$ cat src/design/ssdf_pkg.sv
`default_nettype none
package ssdf_pkg;

	localparam int SAMPLE_W = 16;
	localparam int POS_W    = 12;
	localparam int WIN_N    = 7;    // deepest kernel spans seven samples
	localparam int CNT_W    = 4;
	localparam int BURST_W  = 3;    // up to seven results per input
	localparam int ACC_W    = 33;

	localparam logic [CNT_W-1:0] CNT_SAT = 4'd8;

	// register indexes
	localparam logic REG_FILTER_MODE  = 1'b0;
	localparam logic REG_INVERSE_STEP = 1'b1;

	// filter_mode register codes
	localparam logic [1:0] FM_LIGHT = 2'd0;
	localparam logic [1:0] FM_HEAVY = 2'd1;
	localparam logic [1:0] FM_DERIV = 2'd2;

	localparam logic signed [SAMPLE_W-1:0] INV_STEP_RST = 16'sd256;

	typedef enum logic [2:0] {
		MODE_LIGHT = 3'b001,
		MODE_HEAVY = 3'b010,
		MODE_DERIV = 3'b100
	} mode_t;

	typedef logic [WIN_N-1:0][SAMPLE_W-1:0] list_t;

	typedef struct packed {
		mode_t              mode;
		logic [BURST_W-1:0] n;
		logic [WIN_N-1:0]   use_f;
		logic               end_run;
		logic               short_run;
	} ctl_t;

	// Constant division: an offset multiple of the divisor keeps the numerator
	// positive, then an exact reciprocal multiply (ceil(2^(N+l)/d)) gives floor.
	localparam int DIV_LIGHT     = 452;
	localparam int NUM_LIGHT_W   = 26;
	localparam int SH_LIGHT      = 35;
	localparam int MAG_LIGHT_W   = 27;
	localparam int NUM_OFF_LIGHT = 226 + DIV_LIGHT * 65536;
	localparam longint MAG_LIGHT = ((64'd1 << SH_LIGHT) + DIV_LIGHT - 1) / DIV_LIGHT;

	localparam int DIV_HEAVY     = 5;
	localparam int NUM_HEAVY_W   = 21;
	localparam int SH_HEAVY      = 24;
	localparam int NUM_OFF_HEAVY = 2 + DIV_HEAVY * 262144;
	localparam longint MAG_HEAVY = ((64'd1 << SH_HEAVY) + DIV_HEAVY - 1) / DIV_HEAVY;

	localparam int PROD_W = NUM_LIGHT_W + MAG_LIGHT_W;

	localparam int DERIV_BIAS = 256;
	localparam int DERIV_SH   = 9;
	localparam int DER_W      = ACC_W - DERIV_SH;

endpackage
`default_nettype wire

$ cat src/design/sample_smoothing_derivative_filter.sv
// Streaming smoothing / derivative filter for runs of signed 16-bit samples.
// Sample channel: item_valid/item_stall with sample and last; last closes a run.
// Result channel: res_valid/res_stall with value, position, end_of_run and
// too_short; results of a run come out in position order, positions from 0.
// Config channel: cfg_valid/cfg_ready (ready is always high), cfg_index 0 is
// filter_mode, 1 is inverse_step (Q8.8). Writing filter_mode drops the run in
// progress. Write configuration only while the block is idle.
// Results pass registered stages 1, 2 and 3 and then the result buffer.
// Throughput: one sample per cycle while each sample releases at most one
// result and the result side does not stall. A sample that releases several
// results (run start, run end, or a run shorter than the mode minimum) holds
// the result buffer until they, up to 7, are out, and the sample side stalls
// once the 3-stage arithmetic pipe behind that buffer is full.
// Stall on the result side propagates back to item_stall in the same cycle.
// Reset (arst_n low) empties the pipe, restores filter_mode 0 and
// inverse_step 1.0, and starts a new run at position 0.
`default_nettype none
module sample_smoothing_derivative_filter import ssdf_pkg::*; (
	input  wire logic                       clk,
	input  wire logic                       arst_n,
	input  wire logic                       item_valid,
	output logic                            item_stall,
	input  wire logic signed [SAMPLE_W-1:0] sample,
	input  wire logic                       last,
	output logic                            res_valid,
	input  wire logic                       res_stall,
	output logic signed [SAMPLE_W-1:0]      value,
	output logic [POS_W-1:0]                position,
	output logic                            end_of_run,
	output logic                            too_short,
	input  wire logic                       cfg_valid,
	output logic                            cfg_ready,
	input  wire logic                       cfg_index,
	input  wire logic [SAMPLE_W-1:0]        cfg_data
);

	logic                       v_s1, s1_take, v_s3, s3_take, seq_clear;
	ctl_t                       ctl_s1, ctl_s3;
	list_t                      win_s1, list_s1, list_s3;
	logic signed [SAMPLE_W-1:0] inv_step;
	logic [SAMPLE_W-1:0]        f_value;

	ssdf_front u_front (
		.clk        (clk),
		.arst_n     (arst_n),
		.item_valid (item_valid),
		.item_stall (item_stall),
		.sample     (sample),
		.last       (last),
		.cfg_valid  (cfg_valid),
		.cfg_ready  (cfg_ready),
		.cfg_index  (cfg_index),
		.cfg_data   (cfg_data),
		.s1_take    (s1_take),
		.v_s1       (v_s1),
		.ctl_s1     (ctl_s1),
		.win_s1     (win_s1),
		.list_s1    (list_s1),
		.inv_step   (inv_step),
		.seq_clear  (seq_clear)
	);

	ssdf_arith u_arith (
		.clk      (clk),
		.arst_n   (arst_n),
		.v_s1     (v_s1),
		.ctl_s1   (ctl_s1),
		.win_s1   (win_s1),
		.list_s1  (list_s1),
		.inv_step (inv_step),
		.s1_take  (s1_take),
		.s3_take  (s3_take),
		.v_s3     (v_s3),
		.ctl_s3   (ctl_s3),
		.list_s3  (list_s3),
		.f_value  (f_value)
	);

	ssdf_burst u_burst (
		.clk        (clk),
		.arst_n     (arst_n),
		.v_s3       (v_s3),
		.ctl_s3     (ctl_s3),
		.list_s3    (list_s3),
		.f_value    (f_value),
		.seq_clear  (seq_clear),
		.s3_take    (s3_take),
		.res_valid  (res_valid),
		.res_stall  (res_stall),
		.value      (value),
		.position   (position),
		.end_of_run (end_of_run),
		.too_short  (too_short)
	);

endmodule
`default_nettype wire

$ cat src/design/ssdf_front.sv
`default_nettype none
module ssdf_front import ssdf_pkg::*; (
	input  wire logic                       clk,
	input  wire logic                       arst_n,
	input  wire logic                       item_valid,
	output logic                            item_stall,
	input  wire logic signed [SAMPLE_W-1:0] sample,
	input  wire logic                       last,
	input  wire logic                       cfg_valid,
	output logic                            cfg_ready,
	input  wire logic                       cfg_index,
	input  wire logic [SAMPLE_W-1:0]        cfg_data,
	input  wire logic                       s1_take,
	output logic                            v_s1,
	output ctl_t                            ctl_s1,
	output list_t                           win_s1,
	output list_t                           list_s1,
	output logic signed [SAMPLE_W-1:0]      inv_step,
	output logic                            seq_clear
);

	mode_t                       mode_q;
	logic signed [SAMPLE_W-1:0]  inv_step_q;
	list_t                       win_q;
	logic [CNT_W-1:0]            cnt_q;

	logic             mode_wr, step_wr, s1_free, accept, deriv;
	list_t            win_next, list_next;
	logic [CNT_W-1:0] cnt_inc, m;
	logic [2:0]       h, h2;
	logic             short_hit, end_hit, start_hit, has_res;
	logic [WIN_N-1:0] use_f;
	ctl_t             ctl_next;
	mode_t            mode_dec;

	assign cfg_ready = 1'b1;
	assign mode_wr   = cfg_valid && (cfg_index == REG_FILTER_MODE);
	assign step_wr   = cfg_valid && (cfg_index == REG_INVERSE_STEP);
	assign seq_clear = mode_wr;
	assign inv_step  = inv_step_q;

	assign s1_free    = !v_s1 || s1_take;
	assign item_stall = !s1_free;
	assign accept     = item_valid && s1_free;

	always_comb begin
		case (cfg_data[1:0])
			FM_HEAVY: mode_dec = MODE_HEAVY;
			FM_DERIV: mode_dec = MODE_DERIV;
			default:  mode_dec = MODE_LIGHT;
		endcase
	end

	always_comb begin
		case (mode_q)
			MODE_HEAVY: h = 3'd2;
			MODE_DERIV: h = 3'd1;
			default:    h = 3'd3;
		endcase
	end

	assign deriv    = (mode_q == MODE_DERIV);
	assign h2       = 3'({h, 1'b0});
	assign m        = CNT_W'({h, 1'b0}) + 4'd2;
	assign win_next = {win_q[WIN_N-2:0], sample};
	assign cnt_inc  = (cnt_q == CNT_SAT) ? cnt_q : cnt_q + 4'd1;

	// short run: the whole run goes out raw; start: the run is known to reach
	// the minimum, so the leading edge goes out with the first filtered value
	assign short_hit = last && (cnt_inc < m);
	assign end_hit   = last && !short_hit;
	assign start_hit = !last && ((cnt_inc + 4'd1) == m);
	assign has_res   = last || ((cnt_inc + 4'd1) >= m);

	always_comb begin
		list_next = win_next;
		use_f     = '0;
		for (int i = 0; i < WIN_N; i++) begin
			if (short_hit) begin
				if (3'(i) < cnt_inc[2:0])
					list_next[i] = win_next[3'(cnt_inc[2:0] - 3'(i) - 3'd1)];
			end else if (end_hit) begin
				if (i == 0) begin
					use_f[i] = 1'b1;
				end else if (3'(i) <= h) begin
					if (deriv) use_f[i] = 1'b1;
					else       list_next[i] = win_next[3'(h - 3'(i))];
				end
			end else if (start_hit) begin
				if (3'(i) < h) begin
					if (deriv) use_f[i] = 1'b1;
					else       list_next[i] = win_next[3'(h2 - 3'(i))];
				end else if (3'(i) == h) begin
					use_f[i] = 1'b1;
				end
			end else begin
				use_f[i] = (i == 0);
			end
		end
	end

	always_comb begin
		ctl_next.mode      = mode_q;
		ctl_next.use_f     = use_f;
		ctl_next.end_run   = last;
		ctl_next.short_run = short_hit;
		if (short_hit)
			ctl_next.n = cnt_inc[BURST_W-1:0];
		else if (end_hit || start_hit)
			ctl_next.n = h + 3'd1;
		else
			ctl_next.n = 3'd1;
	end

	always_ff @(posedge clk or negedge arst_n) begin
		if (!arst_n) begin
			mode_q     <= MODE_LIGHT;
			inv_step_q <= INV_STEP_RST;
			cnt_q      <= '0;
			v_s1       <= 1'b0;
		end else begin
			if (mode_wr) begin
				mode_q <= mode_dec;
				cnt_q  <= '0;
			end else if (accept) begin
				cnt_q <= last ? '0 : cnt_inc;
			end
			if (step_wr)
				inv_step_q <= cfg_data;
			if (s1_free)
				v_s1 <= accept && has_res;
		end
	end

	always_ff @(posedge clk) begin
		if (accept) begin
			win_q   <= win_next;
			ctl_s1  <= ctl_next;
			win_s1  <= win_next;
			list_s1 <= list_next;
		end
	end

endmodule
`default_nettype wire

$ cat src/design/ssdf_arith.sv
`default_nettype none
module ssdf_arith import ssdf_pkg::*; (
	input  wire logic                       clk,
	input  wire logic                       arst_n,
	input  wire logic                       v_s1,
	input  wire ctl_t                       ctl_s1,
	input  wire list_t                      win_s1,
	input  wire list_t                      list_s1,
	input  wire logic signed [SAMPLE_W-1:0] inv_step,
	output logic                            s1_take,
	input  wire logic                       s3_take,
	output logic                            v_s3,
	output ctl_t                            ctl_s3,
	output list_t                           list_s3,
	output logic [SAMPLE_W-1:0]             f_value
);

	logic                     v_s2;
	ctl_t                     ctl_s2;
	list_t                    list_s2;
	logic signed [ACC_W-1:0]  acc_s2;
	logic [PROD_W-1:0]        prod_s3;
	logic signed [DER_W-1:0]  der_s3;

	logic s2_free, s3_free;

	logic signed [ACC_W-1:0] ext [WIN_N];
	logic signed [ACC_W-1:0] pair1, pair2, acc_light, acc_heavy, acc_next;
	logic signed [16:0]      diff;
	logic signed [ACC_W-1:0] prod_d;

	logic signed [ACC_W-1:0] num_light_full, num_heavy_full, der_sum;
	logic [NUM_LIGHT_W-1:0]  mul_a;
	logic [MAG_LIGHT_W-1:0]  mul_b;
	logic                    light_s2;

	assign s3_free = !v_s3 || s3_take;
	assign s2_free = !v_s2 || s3_free;
	assign s1_take = s2_free;

	// stage 2: kernel sums, or the scaled central difference
	always_comb begin
		for (int i = 0; i < WIN_N; i++)
			ext[i] = ACC_W'($signed(win_s1[i]));
		pair1     = ext[1] + ext[5];
		pair2     = ext[2] + ext[4];
		acc_light = ext[0] + ext[6] + (pair1 <<< 4) + (pair2 <<< 6) + (pair2 <<< 4)
		            + pair2 + (ext[3] <<< 8);
		acc_heavy = ext[0] + ext[1] + ext[2] + ext[3] + ext[4];
		diff      = 17'($signed(win_s1[0])) - 17'($signed(win_s1[2]));
		prod_d    = diff * inv_step;
		case (ctl_s1.mode)
			MODE_HEAVY: acc_next = acc_heavy;
			MODE_DERIV: acc_next = prod_d;
			default:    acc_next = acc_light;
		endcase
	end

	// stage 3: reciprocal multiply shared by both smoothing modes
	assign light_s2       = (ctl_s2.mode == MODE_LIGHT);
	assign num_light_full = acc_s2 + ACC_W'(NUM_OFF_LIGHT);
	assign num_heavy_full = acc_s2 + ACC_W'(NUM_OFF_HEAVY);
	assign mul_a = light_s2 ? num_light_full[NUM_LIGHT_W-1:0]
	                        : NUM_LIGHT_W'(num_heavy_full[NUM_HEAVY_W-1:0]);
	assign mul_b = light_s2 ? MAG_LIGHT_W'(MAG_LIGHT) : MAG_LIGHT_W'(MAG_HEAVY);
	assign der_sum = acc_s2 + ACC_W'(DERIV_BIAS);

	// quotient offsets are multiples of 2^16, so the low bits are the result
	always_comb begin
		case (ctl_s3.mode)
			MODE_HEAVY: f_value = prod_s3[SH_HEAVY +: SAMPLE_W];
			MODE_DERIV: begin
				if (!der_s3[DER_W-1] && (|der_s3[DER_W-2:SAMPLE_W-1]))
					f_value = 16'h7FFF;
				else if (der_s3[DER_W-1] && !(&der_s3[DER_W-2:SAMPLE_W-1]))
					f_value = 16'h8000;
				else
					f_value = der_s3[SAMPLE_W-1:0];
			end
			default:    f_value = prod_s3[SH_LIGHT +: SAMPLE_W];
		endcase
	end

	always_ff @(posedge clk or negedge arst_n) begin
		if (!arst_n) begin
			v_s2 <= 1'b0;
			v_s3 <= 1'b0;
		end else begin
			if (s2_free) v_s2 <= v_s1;
			if (s3_free) v_s3 <= v_s2;
		end
	end

	always_ff @(posedge clk) begin
		if (s2_free) begin
			ctl_s2  <= ctl_s1;
			list_s2 <= list_s1;
			acc_s2  <= acc_next;
		end
		if (s3_free) begin
			ctl_s3  <= ctl_s2;
			list_s3 <= list_s2;
			prod_s3 <= PROD_W'(mul_a) * PROD_W'(mul_b);
			der_s3  <= DER_W'(der_sum >>> DERIV_SH);
		end
	end

endmodule
`default_nettype wire

$ cat src/design/ssdf_burst.sv
`default_nettype none
module ssdf_burst import ssdf_pkg::*; (
	input  wire logic                  clk,
	input  wire logic                  arst_n,
	input  wire logic                  v_s3,
	input  wire ctl_t                  ctl_s3,
	input  wire list_t                 list_s3,
	input  wire logic [SAMPLE_W-1:0]   f_value,
	input  wire logic                  seq_clear,
	output logic                       s3_take,
	output logic                       res_valid,
	input  wire logic                  res_stall,
	output logic signed [SAMPLE_W-1:0] value,
	output logic [POS_W-1:0]           position,
	output logic                       end_of_run,
	output logic                       too_short
);

	list_t              vals_q;
	logic [BURST_W-1:0] rem_q;
	logic               v_q, end_q, short_q;
	logic [POS_W-1:0]   pos_q;

	logic  take, burst_free;
	list_t vals_next;

	assign take       = v_q && !res_stall;
	assign burst_free = !v_q || (take && (rem_q == 3'd1));
	assign s3_take    = burst_free;

	always_comb begin
		for (int i = 0; i < WIN_N; i++)
			vals_next[i] = ctl_s3.use_f[i] ? f_value : list_s3[i];
	end

	assign res_valid  = v_q;
	assign value      = vals_q[0];
	assign position   = pos_q;
	assign end_of_run = end_q && (rem_q == 3'd1);
	assign too_short  = short_q;

	always_ff @(posedge clk or negedge arst_n) begin
		if (!arst_n) begin
			v_q   <= 1'b0;
			rem_q <= '0;
			pos_q <= '0;
		end else begin
			if (burst_free)
				v_q <= v_s3;
			if (burst_free && v_s3)
				rem_q <= ctl_s3.n;
			else if (take)
				rem_q <= rem_q - 3'd1;
			if (seq_clear)
				pos_q <= '0;
			else if (take)
				pos_q <= end_of_run ? '0 : pos_q + 12'd1;
		end
	end

	always_ff @(posedge clk) begin
		if (burst_free && v_s3) begin
			vals_q  <= vals_next;
			end_q   <= ctl_s3.end_run;
			short_q <= ctl_s3.short_run;
		end else if (take) begin
			vals_q <= vals_q >> SAMPLE_W;
		end
	end

endmodule
`default_nettype wire

$ cat config.mk
export PLATFORM = sky130hd
export DESIGN_NAME = sample_smoothing_derivative_filter
export DESIGN_NICKNAME = d
export VERILOG_FILES = /design/src/design/ssdf_pkg.sv /design/src/design/sample_smoothing_derivative_filter.sv /design/src/design/ssdf_front.sv /design/src/design/ssdf_arith.sv /design/src/design/ssdf_burst.sv
export SDC_FILE = /design/constraint.sdc
export NUM_CORES = 2
export LEC_CHECK = 0
export BUFFER_PORTS_ARGS = -buffer_cell sky130_fd_sc_hd__buf_2
export CORE_MARGIN = 5
export CORE_UTILIZATION = 46
export DETAILED_ROUTE_END_ITERATION = 10
export HOLD_SLACK_MARGIN = 0.06
export PLACE_DENSITY_LB_ADDON = 0.12
export SKIP_LAST_GASP = 1
export SLEW_MARGIN = 5
export SYNTH_ARGS = -nofsm -noshare
export SYNTH_HDL_FRONTEND = slang
export SYNTH_HIERARCHICAL = 1
export SYNTH_SLANG_ARGS = --single-unit
export TNS_END_PERCENT = 1
$ cat constraint.sdc
create_clock -name clk -period 10.1 [get_ports clk]
set_input_delay 0.505 -clock clk [delete_from_list [all_inputs] [get_ports clk]]
set_output_delay 0.505 -clock clk [all_outputs]
set_load 0.005 [all_outputs]
==> impl_metrics.csv <==
group,metric,value,unit
status,status,"complete, no violations",
synth,synth_fa_ha_area_share,33.3,%
placed_design,dp.cells,7856,
global_route,grt.total_usage,26.2,%
clock_tree,clockBufferDepth,3,
synth,synth-async-reset-ratio,5.75,%
placed_design,gp_congestion,0.933,
synth,synth-simple-area-share,8.66,%
timing,setup_viol,0,
critical_path,endpoint_kind,"flip-flop",
synth,synth_compound_area_share,9.03,%
global_route,grt-ovfl-total,0,
synth,synth_top_area_share,31.3,%
critical_path,crit_slowest_cell,"a21oi_2",
finish,drive_gt1_share,7.08,%
routing,drt_iter0_markers,3839,
critical_path,cpPeakStageDelay,0.65,ns
synth,ys_warn_count,6,
global_route,antenna_found_initial,18,
floorplanning,die_area,151000,um2
clock_tree,path_clk_slew,0.06,ns
floorplanning,ioPinCount,72,
synth,synth_top_area_cell,"edfxtp_1",
job,max_cap_violations,0,
floorplanning,std_cell_rows,139,
clock_tree,clkLatencyLatePin,0.70,ns
synth,synth-xor-area-share,2.77,%
finish,final_cells,8022,
synth,synth_top_family_by_area,"adder cells",
timing,rsz0062_at_grt,"false",
routing,remaining_drc_errors,0,
placed_design,io_buffers,70,
synth,synth_seq_cells,730,
clock_tree,numCtsBuffers,82,
clock_tree,cts_tree,"done",
synth,synth_area,66000,um2
clock_tree,h-tree-depth,3,
timing,finalHoldWorstSlack,0.133,ns
timing,skew,0.0499,ns
routing,ant_nets,0,
synth,syn_inst,5975,
synth,synthDistinctLibCells,106,
critical_path,worst-path-max-fanout,19,
placed_design,dp_hpwl,156000,um
synth,postSynthAreaPerCell,11.0,um2
timing,max_freq,106,MHz
timing,max-slew-margin-rel,17.3,%
clock_tree,root_buffer,"clkbuf_16",
critical_path,crit_top_cell,"fa_1",
routing,wl,198000,um
global_route,grt_max_degree,216,
clock_tree,cts_sinks,730,
critical_path,start_kind,"flip-flop",
critical_path,worstPathRequired,10.51,ns
global_route,grt_pass1_vias,45188,
timing,period_minus_slack,9.43,ns
worst_hold_path,hold_path_class,"primary input to flip-flop",
timing,worstMarginPinSlew,1.24,ns
synth,synth-seq-area-share,32.9,%
routing,wl_per_cell,24.6,um
synth,ys.flop_type,"edfxtp_1",
routing,viasPerCell,5.56,
clock_tree,cts_setup_buffers,0,
synth,synth_mux_area_share,5.94,%
global_route,grt_pass1_wl,296000,um
synth,synthTopCellsByArea,"edfxtp_1, fa_1, ha_1",
floorplanning,die_height,389,um
timing,slew_violations,0,
floorplanning,coreArea,143000,um2
critical_path,crit_type,"flip-flop to flip-flop",
critical_path,cp.arrival,9.84,ns
timing,hold_viol_final,0,
floorplanning,start_util,46.1,%
finish,nets,7358,
finish,area_delta_synth_final,8.47,%
floorplanning,die_x,389,um
routing,via_count,44587,
synth,synth_edf_count,688,
timing,setup_tns,0,ns
routing,first_pass_iters,6,
timing,fin_crit_sh,93.4,%
## kinds of logic after synthesis
| logic type | after synthesis |
|---|---|
| fa+ha+maj | 1265 |
| mux | 374 |
| buf+inv | 1244 |
| compound gates | 925 |
| flops | 730 |
| simple gates | 1229 |
| xor+xnor | 204 |
| other cells | 4 |
## per-layer routing
| layer | global-route usage [%] | share of wire [%] | wire (um) | up-vias |
|---|---|---|---|---|
| li1 | - | - | - | 20100 |
| met1 | 39.0 | 46 | 90600 | 22618 |
| met2 | 40.6 | 45 | 88900 | 1548 |
| met3 | 3.61 | 6.4 | 12700 | 313 |
| met4 | 6.71 | 2.8 | 5460 | 8 |
| met5 | 0 | 0.029 | 57 | - |
## synthesized netlist by cell type, types with 19 or more instances
cell type	instances
clkbuf_1	161
o2bb2ai_1	24
xor2_1	54
mux2i_1	329
nor3_1	36
a22o_1	26
a22oi_1	49
o21ai_0	263
nand2_1	544
edfxtp_1	688
fa_1	814
nor2_1	230
nand2b_1	41
buf_4	25
a211oi_1	26
and2_1	109
xnor2_1	148
mux2_2	34
o22ai_1	48
a21oi_1	202
nor2b_1	77
a21o_1	43
o221ai_1	19
nand3_1	78
o21ai_1	39
buf_2	44
dfrtp_1	40
and3_1	27
a31oi_1	22
ha_1	451
inv_1	985
## path summary, 6_finish.rpt
kind | start | end | slack (ns) | cells after the start
min in group asynchronous | arst_n | u_front/inv_step[7] | 0.44 | 3
min reg2reg | u_arith/list_s2[100] | u_arith/list_s3[100] | 0.38 | 0
max in group asynchronous | arst_n | u_front/v_s1 | 9.08 | 3
max | u_front/win_next[17] | u_arith/acc_s2[25] | 0.67 | 32
min | sample[2] | u_front/win_next[18] | 0.13 | 1
max reg2reg | u_front/win_next[17] | u_arith/acc_s2[25] | 0.67 | 32
## layout by cell type, fill, tap and decap left out, types with 46 or more instances in the layout
master,Yosys,routed
a22oi_1,49,49
ha_1,451,450
nor2b_1,77,76
nand3_1,78,78
xnor2_1,148,146
clkbuf_16,0,82
buf_2,44,70
o21ai_0,263,254
o21ai_1,39,46
a21oi_1,202,201
nor2_1,230,229
edfxtp_1,688,688
and2_1,109,108
xor2_1,54,54
inv_1,985,983
o22ai_1,48,48
buf_4,25,123
fa_1,814,814
mux2i_1,329,328
nand2_1,544,544
## final cells by class
type	count	area, um2
inverters	992	3730
flip-flops and latches	730	21700
well taps	1903	2380
diodes	1	2.50
multi-input cells	4036	39600
repair buffers	212	1480
fillers	12898	71600
clock buffers	100	2120
clock inverters	48	553
## metrics by stage
stage	utilization, %	setup WS (ns)	area [um2]
global route	50.0	0.0928	71600
CTS	50.0	0.525	71500
global placement	48.0	0.667	68700
floorplan	-	0.0293	66100
detailed placement	48.0	0.580	68700
finish	50.0	0.669	71600
## critical path: cells and delay by family (launching register included)
family	cells	cell delay [ns]
adders and majority gates	8	3.92
AOI/OAI and AO/OA	12	2.74
and+or+nand+nor	6	1.23
DFF	1	0.56
buffers and inverters	5	0.37
xor gates and xnor gates	1	0.29
## what timing repair did
item                       CTS  global route
resized for setup            0             2
hold endpoints to repair    56             0
hold buffers                17             0
setup endpoints to repair    0             1
## state kept, by name, indices dropped and copies added (netlist names), 16 cells and up
register,flops
u_arith/prod_s3,27
u_front/list_s1,112
u_arith/list_s2,112
u_front/inv_step,16
u_arith/list_s3,112
u_front/win_s1,16
u_arith/der_s3,24
u_burst/vals_q,96
u_burst/value,16
u_arith/acc_s2,33
u_front/win_next,96
Power is not shown: default switching activity piles up to over one toggle a cycle in this logic, so the estimate is an artifact.
